File: config.mk
export PLATFORM = sky130hd
export DESIGN_NAME = igst_front_flat
export DESIGN_NICKNAME = d
export VERILOG_FILES = /design/src/rtl/igst_pkg.sv /design/src/rtl/igst_in_if.sv /design/src/rtl/igst_front.sv /design/src/flat_wrapper.sv
export SDC_FILE = /design/constraint.sdc
export NUM_CORES = 1
export LEC_CHECK = 0
export ABC_CLOCK_PERIOD_IN_PS = 5800
export BUFFER_PORTS_ARGS = -buffer_cell sky130_fd_sc_hd__buf_2
export CAP_MARGIN = 20
export CORE_MARGIN = 3
export CORE_UTILIZATION = 30
export DETAILED_ROUTE_END_ITERATION = 10
export GPL_ROUTABILITY_DRIVEN = 0
export SETUP_SLACK_MARGIN = 0.1
export SLEW_MARGIN = 20
export SYNTH_ARGS = -nofsm -noshare
export SYNTH_HDL_FRONTEND = slang
export SYNTH_SLANG_ARGS = --single-unit
File: constraint.sdc
create_clock -name clk -period 5.8 [get_ports clk]
set_input_delay 0.29 -clock clk [delete_from_list [all_inputs] [get_ports clk]]
set_output_delay 0.29 -clock clk [all_outputs]
set_load 0.03 [all_outputs]
File: src/rtl/igst_pkg.sv
package igst_pkg;

  // input command codes
  localparam logic [1:0] CMD_PACKET = 2'd0;
  localparam logic [1:0] CMD_SWEEP  = 2'd1;
  localparam logic [1:0] CMD_TICK   = 2'd2;

  // arrival side codes
  localparam logic [1:0] FROM_LAN = 2'd0;
  localparam logic [1:0] FROM_WAN = 2'd1;

  // protocol and igmp type codes
  localparam logic [7:0] PROTO_IGMP   = 8'd2;
  localparam logic [7:0] PROTO_UDP    = 8'd17;
  localparam logic [7:0] IGMP_QUERY   = 8'h11;
  localparam logic [7:0] IGMP_REP_V1  = 8'h12;
  localparam logic [7:0] IGMP_REP_V2  = 8'h16;
  localparam logic [7:0] IGMP_REP_V3  = 8'h22;
  localparam logic [7:0] IGMP_LEAVE   = 8'h17;

  localparam logic [31:0] ALL_HOSTS = 32'hE000_0001;

  // result action codes
  localparam logic [2:0] ACT_DROP     = 3'd0;
  localparam logic [2:0] ACT_CONSUME  = 3'd1;
  localparam logic [2:0] ACT_FORWARD  = 3'd2;
  localparam logic [2:0] ACT_REPORT   = 3'd3;
  localparam logic [2:0] ACT_LEAVE    = 3'd4;
  localparam logic [2:0] ACT_LAN_QUERY = 3'd5;

  // classified operation kinds
  localparam logic [3:0] K_DROP     = 4'd0;
  localparam logic [3:0] K_CONSUME  = 4'd1;
  localparam logic [3:0] K_LAN_QRY  = 4'd2;
  localparam logic [3:0] K_UDP      = 4'd3;
  localparam logic [3:0] K_LREPORT  = 4'd4;
  localparam logic [3:0] K_LEAVE    = 4'd5;
  localparam logic [3:0] K_WREPORT  = 4'd6;
  localparam logic [3:0] K_GQUERY   = 4'd7;
  localparam logic [3:0] K_SQUERY   = 4'd8;
  localparam logic [3:0] K_SWEEP    = 4'd9;
  localparam logic [3:0] K_TICK     = 4'd10;

  // result cap per item and result buffer addressing
  localparam int MAX_OUT = 32;
  localparam int OUT_IW  = 5;
  localparam int OUT_CW  = 6;

  typedef struct packed {
    logic [3:0]  kind;
    logic [31:0] key;
    logic [31:0] mask;
    logic [11:0] delay;
  } op_t;

  typedef struct packed {
    logic [2:0]  action;
    logic [31:0] group;
    logic [31:0] ports;
    logic        full;
  } res_t;

endpackage

File: src/rtl/igst_in_if.sv
interface igst_in_if;
  logic        valid;
  logic        ready;
  logic [1:0]  command;
  logic [1:0]  from_port;
  logic [7:0]  ip_protocol;
  logic [7:0]  igmp_type;
  logic        header_complete;
  logic [31:0] dest_addr;
  logic [31:0] group_addr;
  logic [31:0] port_mask;
  logic [11:0] response_delay;

  modport source (output valid, command, from_port, ip_protocol, igmp_type,
                  header_complete, dest_addr, group_addr, port_mask, response_delay,
                  input ready);
  modport sink (input valid, command, from_port, ip_protocol, igmp_type,
                header_complete, dest_addr, group_addr, port_mask, response_delay,
                output ready);
endinterface

File: src/rtl/igst_front.sv
module igst_front (
  input  logic              clk,
  input  logic              rst,
  igst_in_if.sink           items,
  output igst_pkg::op_t     op,
  output logic              op_valid,
  input  logic              op_ready
);

  igst_pkg::op_t cls;
  igst_pkg::op_t q [2];
  logic       wr_ptr;
  logic       rd_ptr;
  logic [1:0] fill;
  logic       push;
  logic       pop;

  // classify the incoming item
  always_comb begin
    cls.kind  = igst_pkg::K_DROP;
    cls.key   = items.group_addr;
    cls.mask  = items.port_mask;
    cls.delay = items.response_delay;
    if (items.command == igst_pkg::CMD_SWEEP) begin
      cls.kind = igst_pkg::K_SWEEP;
    end else if (items.command == igst_pkg::CMD_TICK) begin
      cls.kind = igst_pkg::K_TICK;
    end else if (items.command != igst_pkg::CMD_PACKET) begin
      cls.kind = igst_pkg::K_DROP;
    end else if (items.dest_addr[31:28] != 4'hE) begin
      cls.kind = igst_pkg::K_DROP;
    end else if (items.ip_protocol == igst_pkg::PROTO_UDP) begin
      cls.key = items.dest_addr;
      if (items.from_port == igst_pkg::FROM_WAN) cls.kind = igst_pkg::K_UDP;
    end else if (items.ip_protocol != igst_pkg::PROTO_IGMP || !items.header_complete) begin
      cls.kind = igst_pkg::K_DROP;
    end else if (items.from_port == igst_pkg::FROM_LAN) begin
      if (items.igmp_type == igst_pkg::IGMP_REP_V1 ||
          items.igmp_type == igst_pkg::IGMP_REP_V2) begin
        cls.kind = igst_pkg::K_LREPORT;
      end else if (items.igmp_type == igst_pkg::IGMP_REP_V3) begin
        cls.kind = igst_pkg::K_LAN_QRY;
      end else if (items.igmp_type == igst_pkg::IGMP_LEAVE) begin
        cls.kind = igst_pkg::K_LEAVE;
      end
    end else if (items.from_port == igst_pkg::FROM_WAN) begin
      if (items.igmp_type == igst_pkg::IGMP_REP_V1 ||
          items.igmp_type == igst_pkg::IGMP_REP_V2) begin
        cls.kind = igst_pkg::K_WREPORT;
      end else if (items.igmp_type == igst_pkg::IGMP_QUERY) begin
        if (items.group_addr == 32'd0 && items.dest_addr == igst_pkg::ALL_HOSTS) begin
          cls.kind = igst_pkg::K_GQUERY;
        end else if (items.group_addr == items.dest_addr) begin
          cls.kind = igst_pkg::K_SQUERY;
          cls.key  = items.dest_addr;
        end else begin
          cls.kind = igst_pkg::K_CONSUME;
        end
      end
    end
  end

  // two-entry queue toward the table engine
  assign items.ready = (fill != 2'd2);
  assign push        = items.valid && items.ready;
  assign op_valid    = (fill != 2'd0);
  assign pop         = op_valid && op_ready;
  assign op          = q[rd_ptr];

  always_ff @(posedge clk) begin
    if (push) q[wr_ptr] <= cls;
  end

  always_ff @(posedge clk) begin
    if (rst) begin
      wr_ptr <= 1'b0;
      rd_ptr <= 1'b0;
      fill   <= 2'd0;
    end else begin
      if (push) wr_ptr <= ~wr_ptr;
      if (pop) rd_ptr <= ~rd_ptr;
      fill <= fill + {1'b0, push} - {1'b0, pop};
    end
  end

endmodule

File: src/flat_wrapper.sv
// flat-port wrapper written by rule: the top's interface ports become plain ports
module igst_front_flat 
  (clk, rst, op, op_valid, op_ready, items_valid, items_command, items_from_port, items_ip_protocol, items_igmp_type, items_header_complete, items_dest_addr, items_group_addr, items_port_mask, items_response_delay, items_ready);
  igst_in_if items_i ();
  input  logic clk;
  input  logic rst;
  output igst_pkg::op_t op;
  output logic op_valid;
  input  logic op_ready;
  input wire logic [$bits(items_i.valid)-1:0] items_valid;
  input wire logic [$bits(items_i.command)-1:0] items_command;
  input wire logic [$bits(items_i.from_port)-1:0] items_from_port;
  input wire logic [$bits(items_i.ip_protocol)-1:0] items_ip_protocol;
  input wire logic [$bits(items_i.igmp_type)-1:0] items_igmp_type;
  input wire logic [$bits(items_i.header_complete)-1:0] items_header_complete;
  input wire logic [$bits(items_i.dest_addr)-1:0] items_dest_addr;
  input wire logic [$bits(items_i.group_addr)-1:0] items_group_addr;
  input wire logic [$bits(items_i.port_mask)-1:0] items_port_mask;
  input wire logic [$bits(items_i.response_delay)-1:0] items_response_delay;
  output wire logic [$bits(items_i.ready)-1:0] items_ready;
  assign items_i.valid = items_valid;
  assign items_i.command = items_command;
  assign items_i.from_port = items_from_port;
  assign items_i.ip_protocol = items_ip_protocol;
  assign items_i.igmp_type = items_igmp_type;
  assign items_i.header_complete = items_header_complete;
  assign items_i.dest_addr = items_dest_addr;
  assign items_i.group_addr = items_group_addr;
  assign items_i.port_mask = items_port_mask;
  assign items_i.response_delay = items_response_delay;
  assign items_ready = items_i.ready;
  igst_front u_core (.clk(clk), .rst(rst), .items(items_i), .op(op), .op_valid(op_valid), .op_ready(op_ready));
endmodule
# Word level (Yosys, flattened, before mapping)
# Memory sizes are Yosys's and may differ from the RTL's. A register that Yosys moved wholly into a read port is not among the register bits.
# Cells that the tools add are included.
# word_totals
register_bits	4
mem_bits_rw	160
in_bits	133
output_inout_bits	82
elab_cells	61
memories	1
# op_classes
addsub	2
n_eq_ne	14
muxes	29
bitwise_logic	2
n_reduce_logical	10
# memory_table
name	depth	width	rd	rd_clocked_by_memory_dff	wr	line_no	source
u_core.q	2	80	1	1	1	igst_front.sv:11	igst_pkg::op_t q [2];
# ops
op	n
$mux W32	9
$mux W36	3
$mux W4	11
$eq A8 B5 Y1 const B	5
$eq A32 B32 Y1	1
$eq A32 B32 Y1 const B	1
$logic_not A32 Y1	1
$eq A8 B6 Y1 const B	1
$ne A8 B2 Y1 const B	1
$eq A2 B1 Y1 const B	2
$mux W1	4
$ne A4 B4 Y1 const B	1
$reduce_bool A2 Y1	2
$logic_and A1 B1 Y1	3
$mux W3	1
$add A2 B1 Y2	1
$eq A2 B2 Y1 const B	1
$logic_not A2 Y1	1
$logic_or A1 B1 Y1	2
$mux W2	1
$ne A2 B2 Y1 const B	1
$not A1 Y1	2
$sub A2 B1 Y2	1
$logic_not A1 Y1	1

# Logic depth before layout (Yosys ltp)
# Gate-level depths: netlist of the first run.
# logic_depth
ltp_word	13
depth_mapped	8
ltp_nobuf	8

# Least setup slack after synthesis of the first run
# OpenSTA, ideal clock, no wires.
# synth_path
path_type	register to register
startpoint	register u_core.fill[0]
endpoint	memory u_core.q[0][0] in the netlist's numbering, enable pin
arrival_ns	4.103
required_time_ns	5.281
slack_ns	1.178
stages_incl_launch_ff	5
path_buffers	0
cell_sequence	dfxtp_1 inv_1 nand2_1 nand2_1 nor2_1
# synth_via
elab_chain_len	4
# synth_lines
element	line_no	source
from (decl)	igst_front.sv:14	logic [1:0] fill;
from (signal assigned)	igst_front.sv:82	fill <= fill + {1'b0, push} - {1'b0, pop};
$ne A2 B2 Y1	igst_front.sv:64	assign items.ready = (fill != 2'd2);
net items_ready	flat_wrapper.sv:20	output wire logic [$bits(items_i.ready)-1:0] items_ready;
$logic_and A1 B1 Y1	igst_front.sv:65	assign push = items.valid && items.ready;
$mux W1	igst_front.sv:71	if (push) q[wr_ptr] <= cls;
$mux W1 (not written as such)	igst_front.sv:71	
to (decl)	igst_front.sv:11	
# The timed path passes the listed nets, and every way through them passes these cells.

==> impl_metrics.py, run 1 <==
metrics = {
    "power": {
        "p_sw_frac": 0.352,
        "leakage_nw": 3.54,
        "ir_drop_mv": 0.163,
        "power_density_mw_per_mm2": 424,
        "p_comb_frac": 0.325,
        "switchingPower_mw": 1.38,
        "p_total_mw": 3.92,
        "internal-power_mw": 2.54,
        "clockPowerShare": 0.262,
        "seqPwrFrac": 0.413,
    },
    "die": {
        "die_y_um": 161,
        "die_x_um": 161,
        "dieArea_mm2": 0.0258,
        "initial_utilization": 0.311,
        "core_area_mm2": 0.0231,
        "rows": 55,
        "io_pins": 215,
    },
    "cts": {
        "cts_max_level": 4,
        "cts.repair.resized": 0,
        "cts-hold-fix-buffers": 0,
        "root_buffer": "clkbuf_16",
        "cts_buffer_depth": 2,
        "cts_tree": "done",
        "cts_buffers": 17,
        "postCtsSetupRepairBufs": 0,
        "clk_pin_slew_ns": 0.07,
        "cts.sink_count": 165,
        "clk_latency_ns": 0.42,
    },
    "grt": {
        "first_global_vias": 4945,
        "overflow": 0,
        "antenna_found_initial": 3,
        "track_usage": 0.145,
        "grt_max_degree": 81,
        "grt_pass1_wl_um": 28500,
    },
    "sta": {
        "fin_skew_ns": 0.00490,
        "finalCriticalPeriod_ns": 2.29,
        "worst_slew_pin_slew_ns": 0.618,
        "setup_ws_ns": 3.51,
        "whs_ns": 0.0622,
        "max_freq_mhz": 436,
        "finalMaxSlewViolations": 0,
        "timing.setup.tns_ns": 0,
        "setup_violations": 0,
        "slew_headroom": 0.577,
        "finalHoldViolCount": 0,
        "timing.final.crit_share": 0.395,
        "rsz0062_at_grt": "false",
    },
    "finish": {
        "drive_above_1_share": 0.563,
        "fin_util": 0.400,
        "regArea_mm2": 0.00491,
        "multiInputGateArea_mm2": 0.00221,
        "instances_no_fill": 971,
        "fill_cells": 2192,
        "area_growth_syn_to_layout_pct": 28.5,
        "nets": 776,
        "final_cell_area_mm2": 0.00923,
    },
    "placed_design": {
        "place_ws_ns": 3.06,
        "place_inst": 932,
        "port_buffers": 214,
        "place_area_mm2": 0.00862,
        "dpl.hpwl_um": 13900,
    },
    "critical_path": {
        "crit_type": "flip-flop to output pin",
        "required_ns": 5.51,
        "reg2regPathDepth": 6,
        "r2r_start": "u_core.fill[0]$_SDFF_PP0_",
        "ff2ff_setup_slack_ns": 3.53,
        "cp.arrival_ns": 2.00,
        "worstSetupStartpointType": "flip-flop",
        "crit_fanout": 46,
        "end_kind": "output pin",
    },
    "worst_hold_path": {
        "hp-class": "input port to flip-flop",
        "min_path_cells": 1,
        "hold_start": "items_response_delay[0]",
    },
    "run_status": {
        "status": "finished, final reports clean",
    },
    "synthesis": {
        "synth_cell_types": 42,
        "yosysSeqAreaShare": 0.683,
        "netlist.area_leader.share": 0.669,
        "synth_flop_cell": "edfxtp_1",
        "avgSynthCellArea_um2": 17.3,
        "yosys_warnings": 0,
        "synth_top_area_cell": "edfxtp_1",
        "synth.cell_area_mm2": 0.00718,
        "ys_ff_latch": 165,
        "synth_area_leaders": "edfxtp_1 67%, mux2_2 14%, mux2_4 4.2%",
        "synth_edf_count": 160,
        "syn_inst": 414,
        "synthArstFlopShare": 0,
        "syn_nets": 549,
    },
    "detailed_routing": {
        "first_pass_iters": 5,
        "post-route-drc-count": 0,
        "routed_wl_um": 19100,
        "wire_per_inst_um": 19.6,
        "drtAntennaViolNets": 0,
        "drt_iter0_markers": 237,
        "vias": 4519,
        "vias_per_cell": 4.65,
    },
    "run": {
        "max_cap_viol_count": 0,
    },
}
-- cell families (layout without fill, tap and decap cells) --
logic type	Yosys count	in the layout	share of synthesized area
flip-flops	165	165	0.683
multiplexers	108	108	0.180
AND/OR/NAND/NOR	74	74	0.0659
XOR/XNOR	36	36	0.0439
buffers and inverters	16	256	0.0105
AO/OA/AOI/OAI	13	13	0.0134
adder cells (fa/ha/maj)	2	2	0.00348
other	0	4	0
-- final cells by class --
type                            instances  share of cell area
Inverter                                5             0.00203
Multi-Input combinational cell        233               0.240
Clock buffer                           18              0.0465
Timing Repair Buffer                  219               0.125
Tap cell                              313              0.0424
Clock inverter                         14              0.0114
Antenna cell                            4             0.00108
Sequential cell                       165               0.532
-- layout by cell type (no fill, tap or decap), types with 2 or more instances in the layout --
master / synthesis / routed
nor2_1: 12 / 11
and2_1: 2 / 2
nand4_1: 5 / 5
o21ai_0: 2 / 2
inv_6: 0 / 4
xor2_1: 34 / 34
inv_1: 5 / 5
nor4_1: 24 / 24
edfxtp_1: 160 / 160
dfxtp_1: 5 / 4
clkinv_2: 0 / 3
buf_4: 0 / 2
clkbuf_16: 0 / 17
mux2_4: 20 / 20
nor3_1: 2 / 2
ha_1: 2 / 2
nand3_1: 2 / 2
a21oi_1: 3 / 3
mux2_2: 88 / 88
nand4b_1: 2 / 2
clkinvlp_4: 0 / 5
xnor2_1: 2 / 2
buf_12: 0 / 2
nand2b_1: 4 / 4
nor2b_1: 2 / 2
diode_2: 0 / 4
buf_2: 0 / 214
nand2_1: 6 / 6
clkinv_4: 0 / 2
-- cell usage after synthesis, drive strengths merged, types with 2 or more instances --
| cell type | number |
|---|---|
| and3 | 2 |
| buf | 2 |
| nand2b | 4 |
| mux2 | 108 |
| o21ai | 3 |
| nor2b | 2 |
| nor2 | 12 |
| nor3 | 4 |
| nand4b | 3 |
| and2 | 2 |
| nor4 | 25 |
| nand3 | 2 |
| xnor2 | 2 |
| ha | 2 |
| nand2 | 6 |
| a21oi | 3 |
| inv | 5 |
| xor2 | 34 |
| clkbuf | 9 |
| dfxtp | 5 |
| nand4 | 5 |
| edfxtp | 160 |
-- layer usage --
| metal | GRT usage | vias to the layer above | wire [µm] |
|---|---|---|---|
| met5 | 0 | - | 0 |
| met4 | 0.0594 | 0 | 543 |
| met3 | 0.0402 | 29 | 1110 |
| met2 | 0.250 | 189 | 9650 |
| met1 | 0.172 | 2218 | 7770 |
| li1 | - | 2083 | - |
-- power by group through the flow --
stage	logic (mW)	registers (mW)	clock network, mW
floorplan	0.901	1.60	0
global placement	1.20	1.68	0
detailed placement	1.22	1.70	0
CTS	1.22	1.67	1.07
global route	1.35	1.64	1.12
finish	1.27	1.62	1.03
-- sequential cells by signal (all words and copies together) (netlist names), named ones only --
name / count
u_core.rd_ptr: 1
u_core.wr_ptr: 1
u_core.q: 160
u_core.fill: 2
-- critical path: stages (launching register included) --
cell and delay, ns:
dfxtp_4 0.68, buf_16 0.32, mux2_2 0.37, buf_2 0.18
-- path summary, 6_finish.rpt --
kind,end
worst max register to register,u_core.q[0][79]$_DFFE_PP_
worst max-delay path,op[4]
worst min register to register,flip-flop
worst min-delay path,u_core.q[0][0]$_DFFE_PP_
Note: power is estimated with default switching activity, not from simulation.
==> inputs of run 2 (changes only) <==
ABC_CLOCK_PERIOD_IN_PS = 2180   (was 5800)
clock period = 2.18 ns   (was 5.8 ns; I/O delays follow)
==> run 2 against run 1 <==
Sequential share of layout area fell by 4.0 points. Combinational power rose to 2.9 times the previous value. Sequential power rose to 2.6 times the previous value. Critical path depth rose by 4. Global-route usage rose by 0.44 points.
==> impl_metrics.py, run 2 (same netlist as run 1, synthesis figures left out) <==
metrics = {
    "grt": {
        "grt_pass1_wl_um": 29500,
        "grtUsageMet3": 0.0487,
        "top_usage_layer": "met2",
        "antenna_found_initial": 5,
        "gr-usage-met1": 0.170,
        "first_global_vias": 5328,
        "overflow": 0,
        "grt_max_degree": 81,
        "met2_usage": 0.267,
        "track_usage": 0.150,
    },
    "sta": {
        "setup_ws_ns": 0.286,
        "max_freq_mhz": 528,
        "setup_violations": 0,
        "timing.final.crit_share": 0.869,
        "finalMaxSlewViolations": 0,
        "finalCriticalPeriod_ns": 1.89,
        "timing.setup.tns_ns": 0,
        "slew_headroom": 0.648,
        "rsz0062_at_grt": "false",
        "worst_slew_pin_slew_ns": 0.523,
        "fin_skew_ns": 0.00772,
        "finalHoldViolCount": 0,
    },
    "finish": {
        "nets": 844,
        "top_regs": "u_core.q (160), u_core.fill (2)",
        "multiInputGateArea_mm2": 0.00223,
        "drive_above_1_share": 0.551,
        "regMostFlops": "u_core.q",
        "final_common_cell": "buf_2",
        "largest_register_ff_count": 160,
        "regArea_mm2": 0.00491,
        "final_cell_area_mm2": 0.00998,
        "instances_no_fill": 1039,
        "fill_cells": 2089,
        "area_growth_syn_to_layout_pct": 39.0,
        "final_cell_mix": "214 x buf_2, 160 x edfxtp_1, 88 x mux2_2",
    },
    "die": {
        "die_y_um": 161,
        "die_x_um": 161,
        "initial_utilization": 0.311,
        "dieArea_mm2": 0.0258,
        "io_pins": 215,
        "rows": 55,
        "core_area_mm2": 0.0231,
    },
    "critical_path": {
        "cpMostUsedCell": "nor4_1",
        "crit_fanout": 3,
        "end_kind": "flip-flop",
        "worstSetupStartpointType": "input port",
        "critical_path.cell_chain": "buf_2 > nor4_1 > nand4_1 > nor4_1 > and3_1 > nor2_1 > a2111oi_2",
        "slowest_delay_ns": 0.51,
        "cp.arrival_ns": 2.06,
        "required_ns": 2.34,
        "crit_type": "input port to flip-flop",
        "cp_slowest_cell": "nor4_1",
    },
    "detailed_routing": {
        "vias_per_cell": 4.62,
        "routed_wl_um": 19700,
        "vias": 4804,
        "first_pass_iters": 4,
        "drtAntennaViolNets": 0,
        "post-route-drc-count": 0,
        "drt_iter0_markers": 190,
        "wire_per_inst_um": 19.0,
    },
    "cts": {
        "cts.sink_count": 165,
        "cts_buffer_depth": 2,
        "cts_tree": "done",
        "cts_max_level": 4,
        "root_buffer": "clkbuf_16",
        "clk_pin_slew_ns": 0.07,
        "cts_buffers": 17,
        "clk_latency_ns": 0.42,
    },
    "power": {
        "p_total_mw": 10.8,
        "ir_drop_mv": 0.493,
        "power_density_mw_per_mm2": 1090,
        "leakage_nw": 3.91,
    },
    "run_status": {
        "status": "finished, final reports clean",
    },
    "run": {
        "max_cap_viol_count": 0,
    },
    "placed_design": {
        "dpl.hpwl_um": 14400,
        "place_area_mm2": 0.00891,
        "place_inst": 957,
        "port_buffers": 214,
        "place_ws_ns": -0.541,
    },
    "worst_hold_path": {
        "hp-class": "input port to flip-flop",
    },
}
## run 2: cell count changes in the layout (fill, tap and decap cells not counted), moves of 2 or more
cell,before,now
clkinv_8,0,2
buf_4,2,20
dfxtp_1,4,2
dlygate4sd3_1,0,45
nand2_4,0,2
clkinvlp_4,5,1
buf_12,2,7
inv_8,0,3
dfxtp_2,0,2
nand2_1,6,4
## run 2: what timing repair did
item	4_1_cts	5_1_grt
gates resized for setup	2	0
setup endpoints to repair	2	4
cloned	0	0
hold buffers	45	0
buffers inserted	0	1
hold endpoints to repair	93	0
pin swaps	0	0
## run 2: power by group
part	switching, mW	internal [mW]
combinational	2.30	1.32
sequential	0.170	4.08
clock	1.34	1.63
## run 2: area by class of cell
cell class	count	share of cell area
diodes	4	0.00100
well taps	313	0.0392
multi-input cells	233	0.224
clock inverters	15	0.0167
flip-flops and latches	165	0.492
clock buffers	17	0.0426
repair buffers	287	0.183
inverters	5	0.00188
## run 2: per-stage QoR
step                       util  hold slack, ns
after floorplan               -           0.173
after global placement    0.387           0.297
after detailed placement  0.387           0.302
after CTS                 0.432          0.0167
after global routing      0.433          0.0172
final                     0.433          0.0467
## run 2: path summary, 6_finish.rpt
kind | start | to | slack [ns] | cells past startpoint
min | items_dest_addr[24] | u_core.q[1][68]$_DFFE_PP_ | 0.05 | 2
min reg2reg | u_core.rd_ptr$_SDFFE_PP0P_ | flip-flop | 0.52 | 2
max reg2reg | u_core.fill[1]$_SDFF_PP0_ | u_core.fill[1]$_SDFF_PP0_ | 0.33 | 8
max | items_group_addr[8] | u_core.q[0][78]$_DFFE_PP_ | 0.29 | 7
## run 2: critical path, delay by kind of cell
family / cells / cell delay (ns)
AOI/OAI and AO/OA: 1 / 0.37
and+or+nand+nor: 5 / 1.44
buffers and inverters: 1 / 0.13
## run 2: metal layers
layer / share of wire / wire, µm
met5: 0.00066 / 13
met4: 0.018 / 348
met3: 0.075 / 1480
met2: 0.51 / 10100
met1: 0.40 / 7790
